## src/design/cd_pkg.sv

```systemverilog
`timescale 1ns / 1ps
// Shared types and constants for the circular deque.
// No dependencies; every other design file imports this package.
package cd_pkg;

   localparam int CD_DEPTH = 8;
   localparam int WORD_W   = 32;

   typedef logic signed [WORD_W-1:0] word_type;

   typedef enum logic [1:0] {
      ACT_PUSH_FRONT = 2'd0,
      ACT_PUSH_REAR  = 2'd1,
      ACT_POP_FRONT  = 2'd2,
      ACT_POP_REAR   = 2'd3
   } action_type;

   typedef enum logic [1:0] {
      ST_DONE  = 2'd0,
      ST_FULL  = 2'd1,
      ST_EMPTY = 2'd2
   } status_type;

   // qualified command broadcast to every cell
   typedef struct packed {
      logic     push_front;
      logic     push_rear;
      logic     pop_front;
      logic     pop_rear;
      word_type push_value;
   } op_type;

endpackage

```

## src/design/cd_if.sv

```systemverilog
`timescale 1ns / 1ps
// Valid/ready channel interfaces for request and response of the deque.
// Depends on cd_pkg.
interface cd_req_if;
   import cd_pkg::*;

   logic       valid;
   logic       ready;
   action_type action;
   word_type   push_value;

   modport source (output valid, output action, output push_value, input ready);
   modport sink   (input valid, input action, input push_value, output ready);
endinterface

interface cd_rsp_if;
   import cd_pkg::*;

   logic       valid;
   logic       ready;
   status_type status;
   word_type   popped_value;
   logic       now_empty;
   logic       now_full;

   modport source (output valid, output status, output popped_value,
                   output now_empty, output now_full, input ready);
   modport sink   (input valid, input status, input popped_value,
                   input now_empty, input now_full, output ready);
endinterface

```

## src/design/cd_cell.sv

```systemverilog
`timescale 1ns / 1ps
// One storage cell of the deque row: a word and an occupied bit.
// Depends on cd_pkg; exchanges data with both neighbors every cycle.
module cd_cell (
   input  logic            clock,
   input  logic            reset,
   input  cd_pkg::op_type  op,
   input  cd_pkg::word_type left_data,
   input  logic            left_valid,
   input  cd_pkg::word_type right_data,
   input  logic            right_valid,
   output cd_pkg::word_type data_out,
   output logic            valid_out,
   output logic            valid_next,
   output cd_pkg::word_type rear_data
);
   import cd_pkg::*;

   word_type data_ff, data_in;
   logic     valid_ff, valid_in;
   logic     is_rear;

   assign is_rear = valid_ff && !right_valid;

   always_comb begin
      data_in  = data_ff;
      valid_in = valid_ff;
      if (op.push_front) begin
         data_in  = left_data;
         valid_in = left_valid;
      end else if (op.push_rear && !valid_ff && left_valid) begin
         data_in  = op.push_value;
         valid_in = 1'b1;
      end else if (op.pop_front) begin
         data_in  = right_data;
         valid_in = right_valid;
      end else if (op.pop_rear && is_rear) begin
         valid_in = 1'b0;
      end
   end

   always_ff @(posedge clock) begin
      if (reset) begin
         valid_ff <= 1'b0;
      end else begin
         valid_ff <= valid_in;
      end
   end

   always_ff @(posedge clock) begin
      data_ff <= data_in;
   end

   assign data_out   = data_ff;
   assign valid_out  = valid_ff;
   assign valid_next = valid_in;
   assign rear_data  = is_rear ? data_ff : '0;
endmodule

```

## src/design/circular_deque.sv

```systemverilog
`timescale 1ns / 1ps
// Double-ended queue of signed 32-bit words held in a row of DEPTH cells.
// Depends on cd_pkg, cd_req_if, cd_rsp_if and cd_cell.
//
// Usage:
//   req carries an action (push front, push rear, pop front, pop rear) and a
//   push value; rsp returns one response per request: status, popped value
//   (zero unless a pop succeeds), and the empty and full flags after it.
//   The front entry always sits in cell 0 and entries fill the row in order;
//   a front push or pop shifts every cell by one toward its neighbor.
// Latency: the response is valid the cycle after the request is taken.
// Throughput: one request per cycle while rsp is not held; each request is
//   a registered update of the cell row, and the response register frees in
//   the same cycle that the receiver takes its contents.
// Reset: synchronous; all cells are marked empty, no response is pending.
// Stall: while rsp is held, the response register keeps its contents and
//   req.ready stays low, so no request is taken or lost.
module circular_deque #(
   parameter int DEPTH = cd_pkg::CD_DEPTH
) (
   input  logic     clock,
   input  logic     reset,
   cd_req_if.sink   req_if,
   cd_rsp_if.source rsp_if
);
   import cd_pkg::*;

   word_type   cell_data [DEPTH];
   word_type   cell_rear [DEPTH];
   logic       cell_valid [DEPTH];
   logic       cell_valid_next [DEPTH];
   op_type     op;
   logic       accept, full, empty, is_push;
   word_type   rear_word;
   status_type status_in;
   word_type   popped_in;

   logic       rsp_valid_ff;
   status_type status_ff;
   word_type   popped_ff;
   logic       empty_ff, full_ff;

   assign req_if.ready = !rsp_valid_ff || rsp_if.ready;
   assign accept       = req_if.valid && req_if.ready;
   assign full         = cell_valid[DEPTH-1];
   assign empty        = !cell_valid[0];
   assign is_push      = (req_if.action == ACT_PUSH_FRONT) ||
                         (req_if.action == ACT_PUSH_REAR);

   always_comb begin
      op.push_front = accept && (req_if.action == ACT_PUSH_FRONT) && !full;
      op.push_rear  = accept && (req_if.action == ACT_PUSH_REAR) && !full;
      op.pop_front  = accept && (req_if.action == ACT_POP_FRONT) && !empty;
      op.pop_rear   = accept && (req_if.action == ACT_POP_REAR) && !empty;
      op.push_value = req_if.push_value;
   end

   generate
      for (genvar i = 0; i < DEPTH; i++) begin : g_cell
         word_type l_data, r_data;
         logic     l_valid, r_valid;
         if (i == 0) begin : g_first
            assign l_data  = req_if.push_value;
            assign l_valid = 1'b1;
         end else begin : g_mid_l
            assign l_data  = cell_data[i-1];
            assign l_valid = cell_valid[i-1];
         end
         if (i == DEPTH - 1) begin : g_last
            assign r_data  = '0;
            assign r_valid = 1'b0;
         end else begin : g_mid_r
            assign r_data  = cell_data[i+1];
            assign r_valid = cell_valid[i+1];
         end
         cd_cell u_cell (
            .clock       (clock),
            .reset       (reset),
            .op          (op),
            .left_data   (l_data),
            .left_valid  (l_valid),
            .right_data  (r_data),
            .right_valid (r_valid),
            .data_out    (cell_data[i]),
            .valid_out   (cell_valid[i]),
            .valid_next  (cell_valid_next[i]),
            .rear_data   (cell_rear[i])
         );
      end
   endgenerate

   always_comb begin
      rear_word = '0;
      for (int i = 0; i < DEPTH; i++) begin
         rear_word = rear_word | cell_rear[i];
      end
   end

   always_comb begin
      status_in = ST_DONE;
      popped_in = '0;
      if (is_push && full) begin
         status_in = ST_FULL;
      end else if (!is_push && empty) begin
         status_in = ST_EMPTY;
      end else if (req_if.action == ACT_POP_FRONT) begin
         popped_in = cell_data[0];
      end else if (req_if.action == ACT_POP_REAR) begin
         popped_in = rear_word;
      end
   end

   always_ff @(posedge clock) begin
      if (reset) begin
         rsp_valid_ff <= 1'b0;
      end else if (req_if.ready) begin
         rsp_valid_ff <= accept;
      end
   end

   always_ff @(posedge clock) begin
      if (accept) begin
         status_ff <= status_in;
         popped_ff <= popped_in;
         empty_ff  <= !cell_valid_next[0];
         full_ff   <= cell_valid_next[DEPTH-1];
      end
   end

   assign rsp_if.valid        = rsp_valid_ff;
   assign rsp_if.status       = status_ff;
   assign rsp_if.popped_value = popped_ff;
   assign rsp_if.now_empty    = empty_ff;
   assign rsp_if.now_full     = full_ff;
endmodule
```

## src/flat_wrapper.sv

```systemverilog
// flat-port wrapper written by rule: the top's interface ports become plain ports
module circular_deque_flat import cd_pkg::*;
#(
   parameter int DEPTH = cd_pkg::CD_DEPTH
)
  (clock, reset, req_if_valid, req_if_action, req_if_push_value, req_if_ready, rsp_if_valid, rsp_if_status, rsp_if_popped_value, rsp_if_now_empty, rsp_if_now_full, rsp_if_ready);
  cd_req_if req_if_i ();
  cd_rsp_if rsp_if_i ();
  input  logic clock;
  input  logic reset;
  input wire logic [$bits(req_if_i.valid)-1:0] req_if_valid;
  input wire logic [$bits(req_if_i.action)-1:0] req_if_action;
  input wire logic [$bits(req_if_i.push_value)-1:0] req_if_push_value;
  output wire logic [$bits(req_if_i.ready)-1:0] req_if_ready;
  output wire logic [$bits(rsp_if_i.valid)-1:0] rsp_if_valid;
  output wire logic [$bits(rsp_if_i.status)-1:0] rsp_if_status;
  output wire logic [$bits(rsp_if_i.popped_value)-1:0] rsp_if_popped_value;
  output wire logic [$bits(rsp_if_i.now_empty)-1:0] rsp_if_now_empty;
  output wire logic [$bits(rsp_if_i.now_full)-1:0] rsp_if_now_full;
  input wire logic [$bits(rsp_if_i.ready)-1:0] rsp_if_ready;
  assign req_if_i.valid = req_if_valid;
  assign req_if_i.action = req_if_action;
  assign req_if_i.push_value = req_if_push_value;
  assign req_if_ready = req_if_i.ready;
  assign rsp_if_valid = rsp_if_i.valid;
  assign rsp_if_status = rsp_if_i.status;
  assign rsp_if_popped_value = rsp_if_i.popped_value;
  assign rsp_if_now_empty = rsp_if_i.now_empty;
  assign rsp_if_now_full = rsp_if_i.now_full;
  assign rsp_if_i.ready = rsp_if_ready;
  circular_deque #(.DEPTH(DEPTH)) u_core (.clock(clock), .reset(reset), .req_if(req_if_i), .rsp_if(rsp_if_i));
endmodule
```

## config.mk

```make
export PLATFORM = sky130hd
export DESIGN_NAME = circular_deque_flat
export DESIGN_NICKNAME = d
export VERILOG_FILES = /design/src/design/cd_pkg.sv /design/src/design/cd_if.sv /design/src/design/cd_cell.sv /design/src/design/circular_deque.sv /design/src/flat_wrapper.sv
export SDC_FILE = /design/constraint.sdc
export NUM_CORES = 1
export LEC_CHECK = 0
export ABC_AREA = 1
export BUFFER_PORTS_ARGS = -buffer_cell sky130_fd_sc_hd__buf_2
export CORE_ASPECT_RATIO = 1.25
export CORE_MARGIN = 4
export CORE_UTILIZATION = 40
export CTS_BUF_LIST = sky130_fd_sc_hd__clkbuf_4
export DETAILED_ROUTE_END_ITERATION = 8
export PLACE_DENSITY_LB_ADDON = 0.3
export SETUP_SLACK_MARGIN = 0.15
export SYNTH_ARGS = -nofsm -noshare
export SYNTH_HDL_FRONTEND = slang
export SYNTH_SLANG_ARGS = --single-unit
```

## constraint.sdc

```tcl
create_clock -name clock -period 3.15 [get_ports clock]
set_clock_uncertainty 0.05 [all_clocks]
set_input_delay 0.63 -clock clock [delete_from_list [all_inputs] [get_ports clock]]
set_output_delay 0.63 -clock clock [all_outputs]
set_load 0.005 [all_outputs]
```

* Yosys cells after proc, flatten, opt, wreduce, memory -nomap -nowiden
Cells that the tools add are included.
** Storage, ports and cells
- Register bits :: 301
- Output and inout port bits :: 38
** Cells by class
- Equal/unequal tests :: 3
- Mux-type cells :: 67
- Bitwise logic cells :: 7
- Reduce and logical (&&, ||, !) cells :: 70
** Operator list (number)
- $mux W32 :: 34
- $or A32 B32 Y32 :: 7
- $logic_and A1 B1 Y1 :: 41
- $mux W1 :: 32
- $reduce_bool A3 Y1 :: 8
- $reduce_bool A4 Y1 :: 6
- $logic_not A1 Y1 :: 11
- $eq A2 B2 Y1 const B :: 2
- $eq A2 B1 Y1 const B :: 1
- $logic_not A2 Y1 :: 1
- $logic_or A1 B1 Y1 :: 2
- $mux W2 :: 1
- $reduce_or A2 Y1 :: 1

* Depth between registers and ports, before layout
Gate-level depths: netlist of run 1.
- Depth in word-level cells :: 12
- Mapped depth :: 11
- Mapped depth without buffers :: 9

* Cells and area by module
A second synthesis of run 1 with hierarchy kept.
** Second synthesis, totals
- Cell total of the unflattened synthesis :: 3196
- Area, all modules :: 20937.6 sq um
** By module, submodules not included
- cd_cell :: instances 8, cells an instance 355, area each 2279.7 sq um, seq. area each 980.9 sq um
- circular_deque :: instances 1, cells an instance 356, area each 2700.1 sq um, seq. area each 1101.1 sq um

* Worst setup path before layout of run 1
No wires, ideal clock.
- Path kind :: input port to flip-flop
- Start point :: input port rsp_if_ready
- End point :: register u_core.g_cell[6].u_cell.data_ff[0], enable pin
- Setup time :: 0.391 ns
- Arrival :: 2.304 ns
- Required time :: 2.709 ns
- Setup slack :: 0.405 ns
- Stages :: 5
- Path through :: inv_1 a21oi_4 buf_6 nand3_4 nand2_1
** Between the ends
- Word-level cells in the longest chain between the ends :: 7
** RTL lines
- start, declared :: RTL line flat_wrapper.sv:20 : input wire logic [$bits(rsp_if_i.ready)-1:0] rsp_if_ready;
- $logic_or A1 B1 Y1 (*) :: RTL line circular_deque.sv:43 : assign req_if.ready = !rsp_valid_ff || rsp_if.ready;
- $logic_and A1 B1 Y1 (*) :: RTL line circular_deque.sv:44 : assign accept = req_if.valid && req_if.ready;
- named net u_core.accept :: RTL line circular_deque.sv:33 : logic accept, full, empty, is_push;
- $logic_and A1 B1 Y1 (2 in a row) :: RTL line circular_deque.sv:52 : op.push_rear = accept && (req_if.action == ACT_PUSH_REAR) && !full;
- $logic_and A1 B1 Y1 (2 in a row) :: RTL line cd_cell.sv:31 : end else if (op.push_rear && !valid_ff && left_valid) begin
- $reduce_bool A3 Y1 (no source line) (*)
- end signal, assigned :: RTL line cd_cell.sv:51 : data_ff <= data_in;
- end, declared :: RTL line cd_cell.sv:19 : word_type data_ff, data_in;
The timed path passes the listed nets; every way through them passes the cells marked *.
A chain may end at the register's enable or synchronous reset.

* Worst setup path after layout of run 1
- Start point :: register u_core.rsp_valid_ff (netlist: u_core.rsp_if.valid)
- End point :: register u_core.g_cell[2].u_cell.data_ff[27], enable pin
** Between the ends
- Word-level cells in the longest chain between the ends :: 8
** RTL lines
- start, declared :: RTL line circular_deque.sv:38 : logic rsp_valid_ff;
- start signal, assigned :: RTL line circular_deque.sv:117 : rsp_valid_ff <= accept;
- $logic_not A1 Y1 (*) :: RTL line circular_deque.sv:43
- $logic_or A1 B1 Y1 (*) :: RTL line circular_deque.sv:43
- $logic_and A1 B1 Y1 (*) :: RTL line circular_deque.sv:44
- $logic_and A1 B1 Y1 (2 in a row) :: RTL line circular_deque.sv:52
- $logic_and A1 B1 Y1 (2 in a row) :: RTL line cd_cell.sv:31
- $reduce_bool A3 Y1 (no source line) (*)
- end signal, assigned :: RTL line cd_cell.sv:51
- end, declared :: RTL line cd_cell.sv:19
Every way passes the cells marked *; elsewhere a longest branch is shown, timed or not.

==> metrics.md, run 1 <==
| Metric | Value |
|---|---|
| Outcome | completed |
| DRT Pass-1 Iters | 9 |
| Clk_lat worst skew | between 0.7 and 0.8 ns |
| IO Port Bufs | 75 |
| Most numerous cell in the Yosys netlist | nand2_1 |
| Share of post-route cells with drive strength above 1 | 0.141 |
| CTS H-tree lvls | 3 |
| R2r setup slk | 0.42 ns |
| CTS clk-pin slew, worst paths | ~0.060 ns |
| Setup crit start kind | register |
| Wirelength per Cell | 22.2 µm |
| GP Congestion | 0.861 |
| CTS sink cnt | 301 |
| First-pass GRT wire length | roughly 89000 µm |
| Ys async rst share | 0 |
| Top cells by count, synth | nand2_1, edfxtp_1, nor2_1 |
| Final ANT Viol Nets | 0 |
| Most area-hungry cell type in the Yosys netlist | edfxtp_1 |
| Vias in the first global route | 15023 |
| Max-slew violations | 0 |
| FF+latch count, synth | 301 |
| CP Max Fanout | 12 |
| Sequential share of the synthesized area | 0.550 |
| DP Worst Slack | just over 0.03 ns |
| Core Area | about 0.040 mm² |
| Synth top area share | 0.539 |
| Fmax | between 300 and 400 MHz |
| Number of fill cells in the layout | just under 4000 |
| Critical Path AT | 3.19 ns |
| Final worst slack | between 0.4 and 0.5 ns |
| Syn Inst Count | 1988 |
| Clock Tree Root | clkbuf_4 |
| Slew headroom | 0.224 |
| Hpwl dp | 35400 µm |
| Die Ht | between 200 and 250 µm |
| Overall power | between 9000 and 10000 µW |
| Initial DRC Count | about 2300 |
| Worst R2R Start | u_core.rsp_if.valid |
| TritonCTS clock tree | built |
| Period utilization | 0.868 |
| Initial antenna violation count | 3 |
| Overall global routing resource usage | 0.264 |
| Least-Margin Pin Slew | roughly 1.2 ns |
| Fin Hold WS | approximately 0.12 ns |
| Routed via count | 15462 |
| Routed vias/inst | roughly 5.8 |
| Max cap viols | 0 |
| Reg2reg path depth | 6 |
| IO Count | 76 |
| Kind of critical path | register to register |
| Synth warn | 0 |
| Setup Total Neg Slack | 0 ns |
| Synth area leaders | edfxtp_1, nand2_1, a31oi_1 |
| Ys flop type | edfxtp_1 |
| Die X | between 150 and 200 µm |
| Initial Util | 0.406 |
| Synth-to-layout area growth | 14.2% |
| Reg-to-reg endpoint | u_core.g_cell[2].u_cell.data_out[27] |
| WHS Endpoint | u_core.rsp_if.valid |
| Num rows | 82 |
| Post-synth EDFFs | between 200 and 300 |
| Final net count | roughly 2100 |
| Fin crit period | about 2.7 ns |
| Total CTS buffers | roughly 80 |
| Lkg Pwr | between 0.007 and 0.008 µW |
| Syn_nets | around 2000 |
| Routed WL | slightly below 60000 µm |
| CP required | 3.61 ns |
| Hold Startpoint | req_if_valid |
| Cell Pwr Density | approximately 530 mW/mm² |
| Clk buf depth | 3 |
| DRC viols | 0 |
| Hold Crit Class | primary input to register |
| Post-synth cell types | 26 |
| Unrepaired setup endpoints after global routing | no |
| Synth Cell Area | around 0.016 mm² |
| Setup violators final | 0 |
| Largest net degree at the start of global routing | 78 |
| Die ar. | approximately 0.044 mm² |
| Hold Path Cell Cnt | 3 |
| Mapped Avg Cell Area | 8.18 µm² |
| Worst setup EP type | register |
| Maximum vdd drop | between 0.2 and 0.25 mV |
| Global route overflow | 0 |
| Final-report hold violation count | 0 |
## layout by cell type, fill, tap and decap left out
cell type	instances
a21oi_1	56
a21oi_4	2
a31oi_1	193
buf_12	16
buf_2	75
buf_4	46
bufinv_16	5
clkbuf_4	113
clkinv_1	15
clkinv_2	3
dfxtp_1	8
dfxtp_2	1
diode_2	3
dlygate4sd3_1	1
edfxtp_1	292
inv_1	73
inv_2	13
inv_8	1
nand2_1	799
nand2_2	8
nand2_4	1
nand3_1	28
nand3_4	6
nand4_1	11
nor2_1	272
nor2_2	2
nor2_4	6
nor2_8	1
nor3b_1	10
o21ai_0	34
o21ai_1	30
o21bai_1	1
o22ai_1	10
or2_2	1
## flip-flops by register name (all words and copies together) (netlist names)
signal and count:
u_core.g_cell.u_cell.data_out 256, u_core.g_cell.u_cell.valid_out 8, u_core.rsp_if.now_empty 1, u_core.rsp_if.now_full 1
u_core.rsp_if.popped_value 32, u_core.rsp_if.status 2, u_core.rsp_if.valid 1
## worst max path at each step
stage	from	end	slack [ns]	cells past startpoint
detailed placement	rsp_if_ready	u_core.g_cell[2].u_cell.data_out[27]	0.03	8
CTS	u_core.rsp_if.valid	u_core.g_cell[2].u_cell.data_out[27]	0.44	6
global route	u_core.rsp_if.valid	u_core.g_cell[2].u_cell.data_out[19]	0.26	6
finish	u_core.rsp_if.valid	u_core.g_cell[2].u_cell.data_out[27]	0.42	6
floorplan	rsp_if_ready	u_core.g_cell[6].u_cell.data_out[0]	0.41	5
global placement	rsp_if_ready	u_core.g_cell[2].u_cell.data_out[19]	0.004	8
## worst max-delay path, cell delays in order (launching register included)
cell and delay (ns):
dfxtp_1 0.40, nand2_1 0.13, nand2_1 0.09, nor2_2 0.08, nor2_1 0.84, nand2_2 0.54, buf_12 0.33
## what timing repair did
action | 4_1_cts | 5_1_grt
buffers inserted | 0 | 0
resized for setup | 0 | 0
endpoints found under the setup margin | 0 | 0
hold buffers | 1 | 0
endpoints found under the hold margin | 3 | 0
## power by group
group / leakage, µW / total, µW / internal (µW) / switching (µW)
Sequential: 0.00280 / 4800 / 4660 / 142
Clock: 0.000630 / 3810 / 2060 / 1750
Combinational: 0.00428 / 1150 / 343 / 810
Total: 0.00772 / 9760 / 7060 / 2700
## layer usage
layer	wire length, µm	global-route usage
met3	6850	0.0598
met2	27200	0.421
met5	0	0
met4	2790	0.138
met1	22700	0.337
## layout make-up
cell class | instances | area [µm²] | area share
antenna | 3 | 7.51 | 0.000404
clock buffer | 113 | 848 | 0.0457
clock inverter | 24 | 225 | 0.0121
inverter | 86 | 330 | 0.0178
multi-input combinational | 1471 | 6490 | 0.349
sequential | 301 | 8950 | 0.482
tap | 546 | 683 | 0.0368
timing repair buffer | 138 | 1050 | 0.0566
## cells by family after synthesis
logic type,count (synthesis),share of synthesized area
buf+inv,216,0.0559
simple gates,1145,0.277
flops,301,0.550
compound gates,326,0.117
## stage by stage
stage	utilization	instances	instance area [µm²]
finish	0.463	2682	18600
global route	0.463	2680	18600
CTS	0.463	2679	18600
detailed placement	0.436	2541	17500
global placement	0.436	2541	17500
floorplan	-	1988	16300
Note: power is estimated with default switching activity, not from simulation.
==> run 2, diff against run 1 <==
CTS_BUF_LIST = sky130_fd_sc_hd__clkbuf_8   (was sky130_fd_sc_hd__clkbuf_4)
==> metrics.md, run 2 (synthesis results as in run 1) <==
| Metric | Value |
|---|---|
| Commonest cells after routing, fill and taps aside | nand2_1, edfxtp_1, nor2_1 |
| Post_cts resized | 0 |
| Net Sw Frac | 0.282 |
| Fin crit period | between 2 and 3 ns |
| Initial DRC Count | around 2200 |
| Clk pwr share | 0.359 |
| CTS clk-pin slew, worst paths | ~0.070 ns |
| CTS sink cnt | roughly 300 |
| Die X | ~190 µm |
| Outcome | completed |
| Hold Crit Class | primary input to register |
| Period utilization | 0.875 |
| Fmax | between 300 and 400 MHz |
| Area of the multi-input gates | around 0.0065 mm² |
| Lkg Pwr | around 0.0076 µW |
| # hold bufs at CTS | 0 |
| CP required | 3.44 ns |
| Core Area | 0.0401 mm² |
| Max cap viols | 0 |
| Routed vias/inst | between 5 and 6 |
| Initial Util | 0.406 |
| Critical Path AT | 3.05 ns |
| Final-report hold violation count | 0 |
| Largest register FFs | ~260 |
| Post-CTS Repair Setup Buffers | 0 |
| Maximum vdd drop | roughly 0.25 mV |
| Share of power burned in registers | 0.517 |
| Synth-to-layout area growth | 13.2% |
| GP Congestion | between 0.8 and 0.9 |
| Setup violators final | 0 |
| IO Port Bufs | 75 |
| Reg area | approximately 0.0089 mm² |
| Share of post-route cells with drive strength above 1 | 0.115 |
| Total CTS buffers | 50 |
| Overall power | about 9300 µW |
| Slew headroom | 0.245 |
| Commonest non-fill, non-tap cell in the layout | nand2_1 |
| Routed WL | 58800 µm |
| Num rows | 82 |
| Setup crit start | u_core.rsp_if.valid |
| Setup Total Neg Slack | 0 ns |
| Worst setup EP type | register |
| Die ar. | between 0.04 and 0.05 mm² |
| Switch Pwr | 2620 µW |
| Logic pwr share | 0.124 |
| Kind of critical path | register to register |
| First-pass GRT wire length | approximately 88000 µm |
| Worst R2R Start | u_core.rsp_if.valid |
| Least-Margin Pin Slew | 1.13 ns |
| Max-slew violations | 0 |
| Unrepaired setup endpoints after global routing | no |
| Routed via count | 15262 |
| Global route overflow | 0 |
| DRT Pass-1 Iters | 6 |
| Wirelength per Cell | about 22 µm |
| Final net count | ~2100 |
| CP Max Fanout | 12 |
| Hpwl dp | about 35000 µm |
| Overall global routing resource usage | 0.259 |
| Number of fill cells in the layout | 3847 |
| Setup crit start kind | register |
| Initial antenna violation count | 2 |
| Largest net degree at the start of global routing | 78 |
| DRC viols | 0 |
| Clk_lat worst skew | between 0.6 and 0.7 ns |
| Clk buf depth | 3 |
| Cell Pwr Density | 505 mW/mm² |
| Internal Power | around 6700 µW |
| TritonCTS clock tree | built |
| IO Count | 76 |
| Final ANT Viol Nets | 0 |
| CTS H-tree lvls | 2 |
| Vias in the first global route | approximately 15000 |
| Clock Tree Root | clkbuf_8 |
| Hold Startpoint | reset |
| Die Ht | approximately 230 µm |
## run 2: changes by cell type in the layout (fill, tap and decap cells not counted), moves of 2 or more
cell,change
clkbuf_8,+51
clkbuf_4,-113
bufinv_16,-3
inv_1,+16
clkinv_1,-3
diode_2,-2
clkinv_2,+5
## run 2: critical path, cell delays in order (launching register included)
cell     delay [ns]
dfxtp_1        0.40
nand2_1        0.13
nand2_1        0.09
nor2_2         0.08
nor2_1         0.84
nand2_2        0.55
buf_12         0.33
## run 2: worst paths after layout
kind,to,slack [ns],cells after the start
hold reg to reg,u_core.g_cell[0].u_cell.data_out[4],0.55,2
setup reg to reg,u_core.g_cell[2].u_cell.data_out[24],0.39,6
setup / recovery,u_core.g_cell[2].u_cell.data_out[24],0.39,6
hold / removal,u_core.g_cell[7].u_cell.valid_out,0.20,2
## run 2: metrics by stage
stage | util | std cells | setup WS [ns] | cell area [µm²] | hold slack, ns
2_1_floorplan | - | 1988 | 0.405 | 16300 | 0.499
3_3_place_gp | 0.436 | 2541 | 0.00406 | 17500 | 0.524
3_5_place_dp | 0.436 | 2541 | 0.0304 | 17500 | 0.526
4_1_cts | 0.459 | 2631 | 0.426 | 18400 | 0.177
5_1_grt | 0.459 | 2631 | 0.243 | 18400 | 0.195
6_report | 0.459 | 2632 | 0.395 | 18400 | 0.196
## run 2: final cells by class
class	instances	share of cell area
sequential	301	0.486
multi-input combinational	1471	0.352
timing repair buffer	137	0.0565
clock buffer	51	0.0381
tap	546	0.0371
inverter	86	0.0179
clock inverter	39	0.0116
antenna	1	0.000136
## run 2: power by group through the flow
stage	Clock (µW)	Combinational, µW	Sequential (µW)
2_1_floorplan	0	657	4840
5_1_grt	3570	1240	4820
3_3_place_gp	0	1110	4880
6_report	3340	1150	4810
3_5_place_dp	0	1120	4880
4_1_cts	3390	1130	4800
## run 2: per-layer routing
layer / part of all wire / vias up / GRT usage
met2: 0.46 / 1081 / 0.420
met3: 0.12 / 200 / 0.0553
met5: 0.00022 / - / 0
li1: - / 6813 / -
met4: 0.046 / 2 / 0.119
met1: 0.38 / 7166 / 0.336
